===== src/lstp_pkg.sv =====
// Types, register indexes and constant tables shared by the scan-to-point block.
// No dependencies.
package lstp_pkg;

   localparam int CordicMaxStages = 24;
   localparam logic signed [17:0] CordicGainQ14 = 18'sd9949;
   localparam int CsrIndexWidth = 4;
   localparam int CsrDataWidth = 64;

   localparam logic [CsrIndexWidth-1:0] CSR_START_ANGLE    = 4'd0;
   localparam logic [CsrIndexWidth-1:0] CSR_ANGLE_STEP     = 4'd1;
   localparam logic [CsrIndexWidth-1:0] CSR_MIN_RANGE      = 4'd2;
   localparam logic [CsrIndexWidth-1:0] CSR_MAX_RANGE      = 4'd3;
   localparam logic [CsrIndexWidth-1:0] CSR_ROTATION_XY    = 4'd4;
   localparam logic [CsrIndexWidth-1:0] CSR_ROTATION_Z_OFS = 4'd5;
   localparam logic [CsrIndexWidth-1:0] CSR_OFFSET_XY      = 4'd6;
   localparam logic [CsrIndexWidth-1:0] CSR_FOOTPRINT_HALF = 4'd7;

   typedef struct packed {
      logic signed [17:0] x;
      logic signed [17:0] y;
      logic signed [31:0] z;
      logic [1:0]         quad;
      logic [15:0]        range_mm;
      logic [11:0]        beam_index;
   } lstp_cell_type;

   typedef struct packed {
      logic [63:0] rotation_xy;
      logic [63:0] rotation_z_offset;
      logic [63:0] offset_xy;
      logic [31:0] footprint_half;
   } lstp_csr_type;

   function automatic logic signed [31:0] atan_turns(input int stage);
      logic signed [31:0] t;
      case (stage)
         0: t = 32'sd536870912;
         1: t = 32'sd316933406;
         2: t = 32'sd167458907;
         3: t = 32'sd85004756;
         4: t = 32'sd42667331;
         5: t = 32'sd21354465;
         6: t = 32'sd10679838;
         7: t = 32'sd5340245;
         8: t = 32'sd2670163;
         9: t = 32'sd1335087;
         10: t = 32'sd667544;
         11: t = 32'sd333772;
         12: t = 32'sd166886;
         13: t = 32'sd83443;
         14: t = 32'sd41722;
         15: t = 32'sd20861;
         16: t = 32'sd10430;
         17: t = 32'sd5215;
         18: t = 32'sd2608;
         19: t = 32'sd1304;
         20: t = 32'sd652;
         21: t = 32'sd326;
         22: t = 32'sd163;
         23: t = 32'sd81;
         default: t = 32'sd0;
      endcase
      return t;
   endfunction

   function automatic logic signed [19:0] sat20(input logic signed [35:0] v);
      logic signed [19:0] r;
      if (v > 36'sd524287) begin
         r = 20'sd524287;
      end else if (v < -36'sd524288) begin
         r = -20'sd524288;
      end else begin
         r = v[19:0];
      end
      return r;
   endfunction

endpackage


===== src/lstp_cordic_cell.sv =====
// One CORDIC rotation cell of the angle chain, with its own valid/ready stage.
// Depends on lstp_pkg.
module lstp_cordic_cell
   import lstp_pkg::*;
#(
   parameter int STAGE = 0
) (
   input  logic          clock,
   input  logic          reset,
   input  logic          up_valid,
   output logic          up_ready,
   input  lstp_cell_type up_data,
   output logic          dn_valid,
   input  logic          dn_ready,
   output lstp_cell_type dn_data
);
   logic          v_ff, v_in;
   lstp_cell_type d_ff, d_in;
   logic signed [17:0] dx, dy;

   assign up_ready = !v_ff || dn_ready;
   assign v_in = up_ready ? up_valid : v_ff;

   always_comb begin
      dx = up_data.y >>> STAGE;
      dy = up_data.x >>> STAGE;
      d_in = up_data;
      if (!up_data.z[31]) begin
         d_in.x = up_data.x - dx;
         d_in.y = up_data.y + dy;
         d_in.z = up_data.z - atan_turns(STAGE);
      end else begin
         d_in.x = up_data.x + dx;
         d_in.y = up_data.y - dy;
         d_in.z = up_data.z + atan_turns(STAGE);
      end
   end

   always_ff @(posedge clock) begin
      if (reset) begin
         v_ff <= 1'b0;
      end else begin
         v_ff <= v_in;
      end
   end

   always_ff @(posedge clock) begin
      if (up_ready) begin
         d_ff <= d_in;
      end
   end

   assign dn_valid = v_ff;
   assign dn_data = d_ff;
endmodule


===== config.mk =====
export PLATFORM = sky130hd
export DESIGN_NAME = lstp_cordic_cell
export DESIGN_NICKNAME = d
export VERILOG_FILES = /design/src/lstp_pkg.sv /design/src/lstp_cordic_cell.sv
export SDC_FILE = /design/constraint.sdc
export NUM_CORES = 1
export LEC_CHECK = 0
export BUFFER_PORTS_ARGS = -buffer_cell sky130_fd_sc_hd__buf_2
export CAP_MARGIN = 15
export CELL_PAD_IN_SITES_DETAIL_PLACEMENT = 1
export CELL_PAD_IN_SITES_GLOBAL_PLACEMENT = 1
export CORE_MARGIN = 2
export CORE_UTILIZATION = 39
export CTS_CLUSTER_DIAMETER = 100
export DETAILED_ROUTE_END_ITERATION = 10
export PLACE_DENSITY_LB_ADDON = 0.15
export SYNTH_ARGS = -nofsm -noshare
export SYNTH_HDL_FRONTEND = slang
export SYNTH_SLANG_ARGS = --single-unit

===== constraint.sdc =====
create_clock -name clock -period 4.55 [get_ports clock]
set_clock_uncertainty 0.1 [all_clocks]
set_input_delay 0.91 -clock clock [delete_from_list [all_inputs] [get_ports clock]]
set_output_delay 0.91 -clock clock [all_outputs]
set_load 0.01 [all_outputs]

== Yosys cells after proc, flatten, opt, wreduce, memory -nomap -nowiden ==
Index checks and enable logic that the tools add are counted.

* Add/sub/neg operators: 5
* Mux-type cells: 1
* Reduce and logical (&&, ||, !) cells: 2

{| class="wikitable"
|+ Operators with widths
! cell !! number
|-
| 68-bit 2-to-1 mux || 1
|-
| 18-bit subtractor || 2
|-
| 32-bit by 31-bit adder with 32-bit output (second input constant) || 1
|-
| 32-bit by 31-bit subtractor with 32-bit output (second input constant) || 1
|-
| 18-bit adder || 1
|-
| 1-bit zero test || 1
|-
| 1-bit logical OR || 1
|}

* Flip-flop bits (word level): 99
* Bits of input ports: 102
* Output and inout bits: 100
* Word-level logic and storage cells: 15

== Depth between registers and ports, before layout ==
* Word-level depth: 2
* Mapped depth: 10
* Depth with buffers taken out: 10

== Worst setup path before layout ==
No wires, ideal clock.

* Path kind: input to output
* Start: input port dn_ready
* End: output port up_ready
* Arrival time: 3.352 ns
* Required time: 3.540 ns
* Slack: 0.188 ns
* Stages: 1
* Path buffers: 0
* Cells stage by stage: nand2b_1

* Cells in the longest elaborated chain, start to end: 1

{| class="wikitable"
|+ Ends and longest elaborated chain
! element !! RTL line !! RTL
|-
| start: declaration || lstp_cordic_cell.sv:14 || <nowiki>input logic dn_ready,</nowiki>
|-
| 1-bit logical OR || lstp_cordic_cell.sv:21 || <nowiki>assign up_ready = !v_ff || dn_ready;</nowiki>
|-
| end: declaration || lstp_cordic_cell.sv:11 || <nowiki>output logic up_ready,</nowiki>
|}

No other way between the ends.

==> results.toml <==
[power]
clkPwrFrac_pct = 30.2
pwr-share-seq_pct = 44.4
switching_share_pct = 29.88
internal-power_mw = 1.834
comb_power_share_pct = 25.5
power_leakage_nw = 3.282
pwr_density_cell_nw_per_um2 = 361.8
p_sw_mw = 0.7813
peakVddDrop_mv = 0.2036

[global_route]
antenna_found_initial = 0
track_usage_pct = 22.37
grt_pass1_vias = 4801
use_met2_pct = 39.11
grt.overflow.total = 0
grt_first_pass_wirelength_um = 27400
grt_util_met3_pct = 4.322
top_usage_layer = "met2"
grt_max_degree = 55
grtUsageMet1_pct = 29.12

[synthesis]
synth_nets = 673
synth_simple_gate_area_share_pct = 8.263
synth_compound_area_share_pct = 16.53
synth_ff_type = "edfxtp_1"
yosysUniqueCellTypes = 61
synthMuxAreaShare_pct = 1.413
synth_top_cells_by_count = "edfxtp_1, a21oi_1, inv_1"
synth_top_area_share_pct = 50.62
syn-cell-area_um2 = 5754
synthXorXnorAreaFrac_pct = 5.023
syn_inst = 516
synthAdderAreaFrac_pct = 12.48
synth.top_cells.by_area = "edfxtp_1, ha_1, a21oi_1"
synth_top_family_by_area = "compound AO/OA/AOI/OAI gates"
yosys_warnings = 0
synth_top_area_cell = "edfxtp_1"
synth.avg_cell_area_um2 = 11.15
synth_most_common_cell = "edfxtp_1"
synth_edf_count = 97
yosysSeqAreaShare_pct = 50.97
async_reset_ff_share_pct = 0
ys_ff_latch = 98

[setup_path]
cp.required_ns = 4.53
startpoint = "up_data[67]"
endpoint_kind = "flip-flop"
path_delay_family = "compound AO/OA/AOI/OAI gates"
crit_type = "in2reg"
start_kind = "input port"
crit_path_top_delay_cell = "o41ai_1"
crit_path_max_fanout = 13
arrival_ns = 3.16
max_stage_delay_ns = 0.51
crit_buf_inv = 2
crit_chain = "buf_2 -> inv_1 -> ha_1 -> a21o_1 -> a21oi_1 -> o21bai_1 -> a41o_1 -> o41ai_1 -> a22oi_1 -> xnor2_1"
r2r_start = "dn_valid"

[timing]
finalSetupTns_ns = 0
setup_viol = 0
rsz0062_at_grt = "false"
final_hold_viol_count = 0
worst_pin_slew_ns = 0.6867
max_slew_margin_pct = 54.22
fin_crit_sh_pct = 69.90
drv_slew = 0
fmaxAchievable_mhz = 314.4
period_minus_slack_ns = 3.180

[layout]
nFillCells = 1647
drive_above_1_share_pct = 32.07
design_area_um2 = 7227
syn_to_final_growth_pct = 25.59
n_antenna_cell = 0
nets = 866

[floorplan]
ioPinCount = 202
initial_core_util_pct = 39.74
die_width_um = 125.5
die-area_um2 = 15740
die_height_um = 125.5
core_um2 = 14480
num_rows = 44

[routing]
drt_first_pass_iters = 4
route.detailed.drc = 0
ant_nets = 0
vias = 4701
dr.first_iter.drc_count = 291
vias_per_cell = 5.235
wl_per_cell_um = 19.76
wirelength_um = 17750

[cts]
clockRootBuffer = "clkbuf_16"
numCtsBuffers = 9
cts_tree = "done"
cts.htree.levels = 3
clk_pin_slew_ns = 0.07
cts_setup_buffers = 0
cts_max_path_buffers = 2
cts_resized = 0
clock_latency_ns = 0.34
ctsHoldBuffers = 0
cts_sinks = 98

[min_path]
hold_start = "reset"
min_path_type = "in2reg"

[job]
cap_violations = 0

[status]
outcome = "completed"

[placed_design]
port_buffers = 201
dp_hpwl_um = 13890
place_congestion = 0.8940
dpl-instance-area_um2 = 6924
==> power by group through the flow <==
stage / registers (mW) / logic, mW / clock network [mW]
final: 1.16 / 0.666 / 0.789
after global routing: 1.17 / 0.724 / 0.842
after CTS: 1.16 / 0.669 / 0.807
after detailed placement: 1.18 / 0.663 / 0
after global placement: 1.17 / 0.654 / 0
after floorplan: 1.25 / 0.319 / 0
==> final timing paths <==
check	slack (ns)	cells past startpoint	end
setup reg to reg	2.51	2	dn_data[75]
setup / recovery	1.37	10	dn_data[79]
hold reg to reg	0.97	1	dn_data[45]
hold / removal	0.63	2	dn_valid
==> flip-flops by register name (all words and copies together), names as in the netlist <==
register and cells:
dn_valid 1, dn_data 97
==> logic make-up after synthesis <==
logic type,after synthesis
AOI/OAI and AO/OA,148
DFF,98
and+or+nand+nor,96
buffers and inverters,78
adders and majority gates,55
xor gates and xnor gates,33
muxes,8
==> per-stage QoR <==
| step | std cells | worst slack, ns | hold WS [ns] | util, % | total power [mW] |
|---|---|---|---|---|---|
| 2_1_floorplan | 516 | 0.1878 | 0.8791 | - | 1.564 |
| 3_3_place_gp | 882 | 1.065 | 0.9539 | 47.82 | 1.829 |
| 3_5_place_dp | 882 | 1.063 | 0.9767 | 47.82 | 1.844 |
| 4_1_cts | 898 | 1.424 | 0.6187 | 49.91 | 2.639 |
| 5_1_grt | 898 | 1.202 | 0.6149 | 49.91 | 2.737 |
| 6_report | 898 | 1.370 | 0.6282 | 49.91 | 2.615 |
==> final cells by class <==
type / instances / area, µm² / share of cell area [%]
clock buffers: 11 / 242.7 / 3.359
clock inverters: 5 / 60.06 / 0.8310
inverters: 56 / 210.2 / 2.909
multi-input cells: 340 / 2522 / 34.90
flip-flops and latches: 98 / 2933 / 40.58
well taps: 184 / 230.2 / 3.186
repair buffers: 204 / 1028 / 14.23
==> layer usage <==
layer,part of all wire [%],routed length (µm)
met1,43,7674
met2,50,8809
met3,6.2,1104
met4,0.88,157
met5,0,0
==> cell usage in the layout (no fill, tap or decap), types with 3 or more instances in the layout <==
cell type | Yosys | layout
a211oi_1 | 5 | 5
a21o_1 | 9 | 9
a21oi_1 | 55 | 55
and2_1 | 3 | 3
buf_2 | 2 | 201
buf_4 | 1 | 3
clkbuf_16 | 0 | 9
edfxtp_1 | 97 | 97
fa_1 | 4 | 4
ha_1 | 51 | 51
inv_1 | 54 | 54
mux2i_1 | 7 | 7
nand2_1 | 21 | 21
nand2b_1 | 5 | 4
nand3_1 | 10 | 10
nor2_1 | 27 | 27
nor2b_1 | 3 | 3
nor3_1 | 8 | 8
nor4_1 | 5 | 5
o211ai_1 | 8 | 8
o21a_1 | 3 | 3
o21ai_0 | 23 | 23
o21ai_1 | 9 | 9
o21bai_1 | 5 | 5
o31ai_1 | 7 | 7
or3_1 | 5 | 5
xnor2_1 | 31 | 31
Note: power is estimated with default switching activity, not from simulation.
